`config.mk`:
```
export PLATFORM = sky130hd
export DESIGN_NAME = prepaid_account_table
export DESIGN_NICKNAME = d
export VERILOG_FILES = /design/src/hw/rtl/pat_pkg.sv /design/src/hw/rtl/pat_alu.sv /design/src/hw/rtl/prepaid_account_table.sv
export SDC_FILE = /design/constraint.sdc
export NUM_CORES = 1
export LEC_CHECK = 0
export BUFFER_PORTS_ARGS = -buffer_cell sky130_fd_sc_hd__buf_2
export CORE_AREA = 2 2 278 307
export CTS_CLUSTER_SIZE = 20
export DETAILED_ROUTE_END_ITERATION = 7
export DIE_AREA = 0 0 280 309
export PLACE_DENSITY = 0.77
export SLEW_MARGIN = 30
export SYNTH_ARGS = -nofsm -noshare
export SYNTH_HDL_FRONTEND = slang
export SYNTH_SLANG_ARGS = --single-unit
```
`constraint.sdc`:
```
create_clock -name i_clk -period 25.5 [get_ports i_clk]
set_clock_uncertainty 0.05 [all_clocks]
set_input_delay 6.375 -clock i_clk [delete_from_list [all_inputs] [get_ports i_clk]]
set_output_delay 6.375 -clock i_clk [all_outputs]
set_load 0.005 [all_outputs]
```
`src/hw/rtl/pat_pkg.sv`:
```
`default_nettype none
// ----------------------------------------------------------------------------
// pat_pkg
// types, codes and sizes shared by the prepaid account table
// ----------------------------------------------------------------------------
package pat_pkg;

    // table size and slot number width
    localparam int SLOT_COUNT = 16;
    localparam int SLOT_W     = (SLOT_COUNT > 1) ? $clog2(SLOT_COUNT) : 1;

    // command codes
    localparam logic [2:0] CMD_ADD    = 3'd0;
    localparam logic [2:0] CMD_REMOVE = 3'd1;
    localparam logic [2:0] CMD_CREDIT = 3'd2;
    localparam logic [2:0] CMD_CHECK  = 3'd3;
    localparam logic [2:0] CMD_PAY    = 3'd4;

    // status codes
    localparam logic [1:0] STS_OK           = 2'd0;
    localparam logic [1:0] STS_FULL         = 2'd1;
    localparam logic [1:0] STS_NOT_FOUND    = 2'd2;
    localparam logic [1:0] STS_INSUFFICIENT = 2'd3;

    // input transfer
    typedef struct packed {
        logic [2:0]         command;
        logic [31:0]        card_key;
        logic signed [31:0] credit_amount;
        logic [14:0]        price;
    } t_in_item;

    // output transfer
    typedef struct packed {
        logic [1:0]         status;
        logic [3:0]         slot_index;
        logic signed [31:0] balance_after;
    } t_out_item;

    // balance unit operation
    typedef enum logic {
        ALU_ADD,
        ALU_SUB
    } t_alu_op;

    // sequencer states
    typedef enum logic [1:0] {
        ST_IDLE,
        ST_SCAN,
        ST_EXEC,
        ST_OUT
    } t_state;

endpackage : pat_pkg
`default_nettype wire

```
`src/hw/rtl/pat_alu.sv`:
```
`default_nettype none
// ----------------------------------------------------------------------------
// pat_alu
// saturating 33-bit balance adder, shared by credit, check and pay
// ----------------------------------------------------------------------------
module pat_alu
    import pat_pkg::*;
(
    input  wire t_alu_op            i_op,
    input  wire logic signed [31:0] i_balance,
    input  wire logic signed [31:0] i_credit,
    input  wire logic [14:0]        i_price,
    output logic signed [31:0]      o_result,
    output logic                    o_nonneg
);

    logic [32:0] opa;
    logic [32:0] opb;
    logic [32:0] sum;

    // operands: add credit, or subtract price by inverting and carrying in
    always_comb begin
        opa = {i_balance[31], i_balance};
        unique case (i_op)
            ALU_ADD: opb = {i_credit[31], i_credit};
            ALU_SUB: opb = ~{18'd0, i_price};
            default: opb = '0;
        endcase
        sum = opa + opb + {32'd0, (i_op == ALU_SUB)};
    end

    // saturate to the signed 32-bit range
    always_comb begin
        if (sum[32] != sum[31]) begin
            o_result = sum[32] ? 32'sh8000_0000 : 32'sh7fff_ffff;
        end else begin
            o_result = sum[31:0];
        end
        o_nonneg = ~sum[32];
    end

endmodule : pat_alu
`default_nettype wire

```
`src/hw/rtl/prepaid_account_table.sv`:
```
`default_nettype none
// ----------------------------------------------------------------------------
// prepaid_account_table
// table of card accounts with add, remove, credit, check and pay commands
// ----------------------------------------------------------------------------
// One command comes in on the input channel (i_in_valid / o_in_stall,
// payload i_in_data) and gives exactly one result on the output channel
// (o_out_valid / i_out_stall, payload o_out_data). A transfer happens at a
// clock edge where valid is high and stall is low.
// The block handles one command at a time. A scan walks the slots one per
// cycle through the key and balance memories, whose read data is
// registered, so a command passes the accept, scan, execute and output
// steps in order; a match ends the scan early, and a scan that finds no
// match goes from scan straight to output. Unused command codes skip the
// scan and go from accept straight to output.
// o_in_stall is high from the accept until the result has been taken.
// A stalled result holds in the output register until i_out_stall drops.
// Synchronous reset clears all valid marks and the sequencer; the key and
// balance memories are not cleared and need no clearing pass.
// ----------------------------------------------------------------------------
module prepaid_account_table
    import pat_pkg::*;
(
    input  wire logic      i_clk,
    input  wire logic      i_rst_n,
    input  wire logic      i_in_valid,
    output logic           o_in_stall,
    input  wire t_in_item  i_in_data,
    output logic           o_out_valid,
    input  wire logic      i_out_stall,
    output t_out_item      o_out_data
);

    localparam logic [SLOT_W-1:0] LAST_SLOT = SLOT_W'(SLOT_COUNT - 1);

    // state and storage
    t_state                   r_state;
    t_state                   n_state;
    logic [SLOT_COUNT-1:0]    r_slot_valid;
    logic [31:0]              key_mem [SLOT_COUNT];
    logic signed [31:0]       bal_mem [SLOT_COUNT];

    t_in_item                 r_cmd;
    logic [SLOT_W-1:0]        r_idx;
    logic [SLOT_W-1:0]        r_rd_idx;
    logic                     r_rd_live;
    logic [31:0]              r_rd_key;
    logic signed [31:0]       r_rd_bal;
    t_out_item                r_out;

    // control decode
    logic                     in_xfer;
    logic                     out_xfer;
    logic                     cmd_known;
    logic                     is_add;
    logic                     hit;
    logic                     scan_end;
    logic                     issue;

    // balance unit
    t_alu_op                  alu_op;
    logic signed [31:0]       alu_result;
    logic                     alu_nonneg;

    assign in_xfer   = i_in_valid && !o_in_stall;
    assign out_xfer  = o_out_valid && !i_out_stall;
    assign cmd_known = (i_in_data.command == CMD_ADD)
                    || (i_in_data.command == CMD_REMOVE)
                    || (i_in_data.command == CMD_CREDIT)
                    || (i_in_data.command == CMD_CHECK)
                    || (i_in_data.command == CMD_PAY);
    assign is_add    = (r_cmd.command == CMD_ADD);

    // slot compare on the registered read data
    always_comb begin
        if (is_add) begin
            hit = r_rd_live && !r_slot_valid[r_rd_idx];
        end else begin
            hit = r_rd_live && r_slot_valid[r_rd_idx] && (r_rd_key == r_cmd.card_key);
        end
        scan_end = r_rd_live && (r_rd_idx == LAST_SLOT) && !hit;
    end

    // next state
    always_comb begin
        n_state = r_state;
        unique case (r_state)
            ST_IDLE: begin
                if (in_xfer) begin
                    n_state = cmd_known ? ST_SCAN : ST_OUT;
                end
            end
            ST_SCAN: begin
                if (hit) begin
                    n_state = ST_EXEC;
                end else if (scan_end) begin
                    n_state = ST_OUT;
                end
            end
            ST_EXEC: n_state = ST_OUT;
            ST_OUT: begin
                if (out_xfer) begin
                    n_state = ST_IDLE;
                end
            end
            default: n_state = ST_IDLE;
        endcase
    end

    // outputs and control strobes
    always_comb begin
        o_in_stall  = (r_state != ST_IDLE);
        o_out_valid = (r_state == ST_OUT);
        o_out_data  = r_out;
        issue       = (r_state == ST_SCAN) && !hit && !scan_end;
        alu_op      = (r_cmd.command == CMD_CREDIT) ? ALU_ADD : ALU_SUB;
    end

    pat_alu u_alu (
        .i_op      (alu_op),
        .i_balance (r_rd_bal),
        .i_credit  (r_cmd.credit_amount),
        .i_price   (r_cmd.price),
        .o_result  (alu_result),
        .o_nonneg  (alu_nonneg)
    );

    // sequencer and valid marks
    always_ff @(posedge i_clk) begin
        if (!i_rst_n) begin
            r_state      <= ST_IDLE;
            r_slot_valid <= '0;
            r_rd_live    <= 1'b0;
        end else begin
            r_state <= n_state;
            if (in_xfer) begin
                r_rd_live <= 1'b0;
            end else if (issue) begin
                r_rd_live <= 1'b1;
            end
            if (r_state == ST_EXEC) begin
                if (is_add) begin
                    r_slot_valid[r_rd_idx] <= 1'b1;
                end else if (r_cmd.command == CMD_REMOVE) begin
                    r_slot_valid[r_rd_idx] <= 1'b0;
                end
            end
        end
    end

    // command capture, scan address and memory read
    always_ff @(posedge i_clk) begin
        if (in_xfer) begin
            r_cmd <= i_in_data;
            r_idx <= '0;
        end else if (issue) begin
            r_rd_key <= key_mem[r_idx];
            r_rd_bal <= bal_mem[r_idx];
            r_rd_idx <= r_idx;
            r_idx    <= r_idx + 1'b1;
        end
    end

    // memory write on execute
    always_ff @(posedge i_clk) begin
        if (r_state == ST_EXEC) begin
            if (is_add) begin
                key_mem[r_rd_idx] <= r_cmd.card_key;
                bal_mem[r_rd_idx] <= '0;
            end else if ((r_cmd.command == CMD_CREDIT) || (r_cmd.command == CMD_PAY)) begin
                bal_mem[r_rd_idx] <= alu_result;
            end
        end
    end

    // result register
    always_ff @(posedge i_clk) begin
        if (in_xfer && !cmd_known) begin
            r_out.status        <= STS_OK;
            r_out.slot_index    <= '0;
            r_out.balance_after <= '0;
        end else if ((r_state == ST_SCAN) && scan_end) begin
            r_out.status        <= is_add ? STS_FULL : STS_NOT_FOUND;
            r_out.slot_index    <= '0;
            r_out.balance_after <= '0;
        end else if (r_state == ST_EXEC) begin
            r_out.slot_index <= 4'(r_rd_idx);
            unique case (r_cmd.command)
                CMD_ADD: begin
                    r_out.status        <= STS_OK;
                    r_out.balance_after <= '0;
                end
                CMD_REMOVE: begin
                    r_out.status        <= STS_OK;
                    r_out.balance_after <= r_rd_bal;
                end
                CMD_CHECK: begin
                    r_out.status        <= alu_nonneg ? STS_OK : STS_INSUFFICIENT;
                    r_out.balance_after <= r_rd_bal;
                end
                default: begin
                    r_out.status        <= STS_OK;
                    r_out.balance_after <= alu_result;
                end
            endcase
        end
    end

endmodule : prepaid_account_table
`default_nettype wire

```
Word-level counts from Yosys, hierarchy flattened
Memory sizes are Yosys's and may differ from the RTL's. A register that Yosys moved wholly into a read port is not among the register bits.
Index checks and enable logic that the tools add are counted.

word-level totals
  memories kept = 2
  register bits = 147
  bits of input ports = 86
  RAM bits = 1024

cells by class
  bitwise operators = 7
  reduce and logical (&&, ||, !) cells = 35
  add/sub/neg operators = 3
  equal/unequal tests = 17
  $lt $le $gt $ge = 2
  mux-type cells = 31

memories
  name     depth  bits a word  read ports  clocked after memory_dff  wr ports  line                         RTL
  bal_mem  16     32           1           1                         1         prepaid_account_table.sv:41  logic signed [31:0] bal_mem [SLOT_COUNT];
  key_mem  16     32           1           1                         1         prepaid_account_table.sv:40  logic [31:0] key_mem [SLOT_COUNT];

operators with widths
  kind                                           number
  2-to-1 mux 32 bit                              3
  2-to-1 mux 38 bit                              2
  case mux 33 bit (2 select lines)               1
  case mux 32 bit (2 select lines)               1
  adder 33 x 1 -> 33 bit                         1
  adder 33 bit                                   1
  inverter 15 -> 33 bit                          1
  == test 32 bit                                 1
  2-to-1 mux 16 bit                              2
  bitwise AND 16 bit                             1
  2-to-1 mux 2 bit                               8
  inverter 16 bit                                1
  OR 16 bit                                      1
  == test 3 x 2 -> 1 bit, second input constant  4
  logical AND 1 bit                              12
  2-to-1 mux 1 bit                               11
  case mux 2 bit (4 select lines)                1
  == test 3 x 1 -> 1 bit, second input constant  2
  == test 3 bit, second input constant           2
  zero test 1 bit                                6
  zero test 3 bit                                2
  nonzero test 2 bit                             3
  OR reduction 2 bit                             3
  logical OR 1 bit                               5
  other kinds (17)                               20

Longest topological paths before layout
  depth after elaboration = 10
  mapped depth = 18
  gate-level depth less buffers = 14

Hierarchy
From an unflattened synthesis, not the netlist that was laid out.

unflattened totals
  cells, all modules = 2362
  area, all modules = 49043.3 µm²

by module, submodules not included
  module                 times used  cells an instance  seq. area each (µm²)  area each (µm²)
  prepaid_account_table  1           2004               36475.0               46539.6
  pat_alu                1           358                0.0                   2503.7

Least setup slack after synthesis
No wires, ideal clock.

  path type = input to register
  start point = input i_in_valid
  end point = register r_rd_bal[0] (read register of bal_mem), enable pin
  data required time = 24.639 ns
  arrival = 11.608 ns
  setup slack = 13.031 ns
  stages = 3
  cell sequence = and2_1 clkbuf_1 nor2_1

between the ends
  longest elaborated chain between the ends = 3

RTL lines
  what                                  line                         RTL
  start, declared                       prepaid_account_table.sv:26  input wire logic i_in_valid,
  logical AND 1 bit                     prepaid_account_table.sv:65  assign in_xfer = i_in_valid && !o_in_stall;
  via in_xfer                           prepaid_account_table.sv:52  logic in_xfer;
  inverter 1 bit (no source line)       n/a
  AND reduction 2 bit (no source line)  n/a
  end, declared                         prepaid_account_table.sv:48  logic signed [31:0] r_rd_bal;

The timed path passes the listed nets, and every way through them passes these cells.
A chain may end at the register's enable or synchronous reset.

Worst setup path in the final report
  start point = register r_state[0]
  end point = output o_in_stall

between the ends
  longest elaborated chain between the ends = 1

RTL lines
  what                    line                          RTL
  start, declared         prepaid_account_table.sv:37   t_state r_state;
  start signal, assigned  prepaid_account_table.sv:135  r_state <= n_state;
  nonzero test 2 bit      prepaid_account_table.sv:112  o_in_stall = (r_state != ST_IDLE);
  end, declared           prepaid_account_table.sv:27   output logic o_in_stall,

Every way passes these cells.

==> out/results.ini <==
[status]
status = finished clean

[routing]
drt-vias-per-instance = 6.57
wl_per_cell_um = 27.9
drtPass1Iterations = 8
drt_iter0_markers = 2892
route.detailed.drc = 0
detail-route-antenna-nets = 0
vias = 27500
routed_wl_um = 117000

[global_routing]
grt_usage_pct = 27.1
antenna_found_initial = 0
grt_max_degree = 141
overflow = 0
first_global_vias = 28400
grt_first_pass_wirelength_um = 174000

[sta]
drv_slew = 0
period_share_pct = 31.4
finalSetupViolCount = 0
hold_violations = 0
fin_ws_ps = 17480
fin_setup_tns_ps = 0
tightest_slew_ps = 1010
rsz0062_at_grt = false
max_freq_mhz = 125
slew_headroom_pct = 33.0
min_period_ps = 8020

[synthesis]
syn_area_sq_mm = 0.0497
synth.avg_cell_area_sq_um = 17.2
synth-seq-cells = 1235
synth.most_common_cell = edfxtp_1
synth_top_area_share_pct = 71.0
synth_ff_type = edfxtp_1
post-synth-top-area-cell = edfxtp_1
synth_sequential_area_ratio_pct = 73.4
ys_top_cells_by_area = edfxtp_1, mux4_2, mux2i_1, dfxtp_1, a21oi_1
async_flop_share_pct = 0
synthCells = 2883
synth_edf_count = 1174
ys_types = 72
synth_nets = 3008
netlist_top_cells_count = edfxtp_1, mux2i_1, a21oi_1
ys_warn_count = 0

[cts]
cts_resized = 0
cts_made_buffers = 116
clockBufferDepth = 3
cts-root-buf = clkbuf_16
post-cts-setup-buffers = 0
clk_pin_slew_worst_paths_ps = 60
hold_buffers = 0
htree_levels = 3
cts_tree = yes
clkSinkCount = 1235
worstSkewPairLatency_ps = 690

[pwr]
p_sw_uw = 1780
power_density_mw_per_mm2 = 104
power_frac_clock_pct = 28.3
power_frac_comb_pct = 26.1
peakVddDrop_v = 0.0000779
p_int_uw = 3990
swShare_pct = 30.9
pwr-share-seq_pct = 45.6
power.leakage_uw = 0.0179

[floorplanning]
die_h_um = 309
std_cell_rows = 111
die_area_sq_mm = 0.0865
initial_utilization_pct = 59.7
dieWidth_um = 280
pin_count = 126
core_area_sq_mm = 0.0832

[worst_setup_path]
r2r_end = bal_mem[5][16]$_DFFE_PP_
r2r_setup_slack_ps = 19090
cp.arrival_ps = 1590
path_class = flip-flop to primary output
start_kind = flip-flop
reg2reg_depth = 15
critPathMaxFanout = 4
cp.required_ps = 19080
end_kind = primary output
r2r_start = r_cmd[79]$_DFFE_PP_

[worst_hold_path]
hold_depth = 2
holdCritPathClass = flip-flop to flip-flop

[flow_run]
maxCapViolCount = 0

[placement]
port_buffers = 125
place_inst = 3981
placed_cell_area_sq_mm = 0.0517
dpl_worst_slack_ps = 17480
hpwl_um = 62400
gp_congestion = 0.961

[cells_and_area]
nNetsFinal = 3153
n_antenna_cell = 0
drive_gt1_share_pct = 21.3
stdcell_count = 4191
utilization_pct = 66.6
fin_area_sq_mm = 0.0554
area_growth_pct = 11.5

==> layout make-up <==
cell class	count	area [sq um]
multi-input combinational	1475	12700
clock inverter	60	499
timing repair buffer	187	1200
clock buffer	148	3070
inverter	13	48.8
tap	1073	1340
sequential	1235	36500
fill	5339	27800
==> worst max-delay path by stage <==
stage / startpoint / to
3_3_place_gp: i_in_valid / r_cmd[38]$_DFFE_PP_
6_report: r_state[0]$_SDFFE_PN0P_ / o_in_stall
3_5_place_dp: i_in_valid / o_out_data[28]$_SDFFE_PP0P_
5_1_grt: r_state[0]$_SDFFE_PN0P_ / o_in_stall
4_1_cts: r_state[0]$_SDFFE_PN0P_ / o_in_stall
2_1_floorplan: i_in_valid / r_rd_bal[0]$_DFFE_PP_
==> power by group through the flow <==
stage	registers, uW	clock network [uW]	logic (uW)
after global routing	2650	1720	1610
final	2630	1630	1510
after global placement	2670	0	1430
after CTS	2630	1650	1490
after detailed placement	2670	0	1480
after floorplan	2600	0	1100
==> through the flow <==
| stage | power [uW] | hold slack, ps |
|---|---|---|
| finish | 5770 | 430 |
| global route | 5980 | 457 |
| CTS | 5760 | 431 |
| detailed placement | 4150 | 421 |
| global placement | 4090 | 408 |
| floorplan | 3700 | 382 |
==> cell usage in the layout (no fill, tap or decap), types with 9 or more instances in the layout <==
cell type / n
dfxtp_1: 57
buf_2: 125
a22oi_1: 68
clkbuf_16: 118
mux4_2: 133
xnor2_1: 46
a211oi_1: 11
a221oi_1: 64
clkinv_1: 24
nor2_4: 25
o21a_1: 12
nor2_1: 93
nand3_1: 10
a311oi_2: 11
nor3_2: 10
buf_4: 53
nand2_1: 137
ha_1: 37
a21o_1: 9
o211ai_1: 9
xor2_1: 15
clkbuf_1: 30
a21oi_1: 181
or2_2: 18
nor3_1: 12
a21oi_2: 15
a211oi_2: 18
inv_1: 13
mux2i_1: 198
mux2_2: 64
clkinv_2: 20
nand4_1: 17
o21ai_0: 160
or3_1: 11
nand2b_1: 11
edfxtp_1: 1174
==> cell families after synthesis <==
logic type                 Yosys count  share of synthesized area (%)
buffers and inverters              173                           1.47
xor gates and xnor gates            61                           1.08
DFF                               1235                           73.4
and+or+nand+nor                    381                           3.46
adders and majority gates           39                           1.01
muxes                              397                           11.5
AOI/OAI and AO/OA                  597                           8.00
==> metal layers <==
layer | global-route usage [%] | vias to the layer above | wire [um]
li1 | - | 11800 | -
met1 | 35.7 | 14100 | 44900
met2 | 46.9 | 1323 | 59600
met3 | 3.70 | 258 | 8750
met4 | 9.53 | 0 | 3700
met5 | 0 | - | 0
==> registers in the layout, indices dropped and copies added (netlist names), named ones only <==
register	cells
bal_mem	512
key_mem	512
o_out_data	38
r_cmd	82
r_idx	4
r_rd_bal	32
r_rd_idx	4
r_rd_key	32
r_rd_live	1
r_state	2
==> critical path: stages, from the launching register on <==
cell and delay (ps):
dfxtp_1 390, inv_1 120, ha_1 220, inv_1 70, buf_2 110
(Power assumes the default switching activity.)
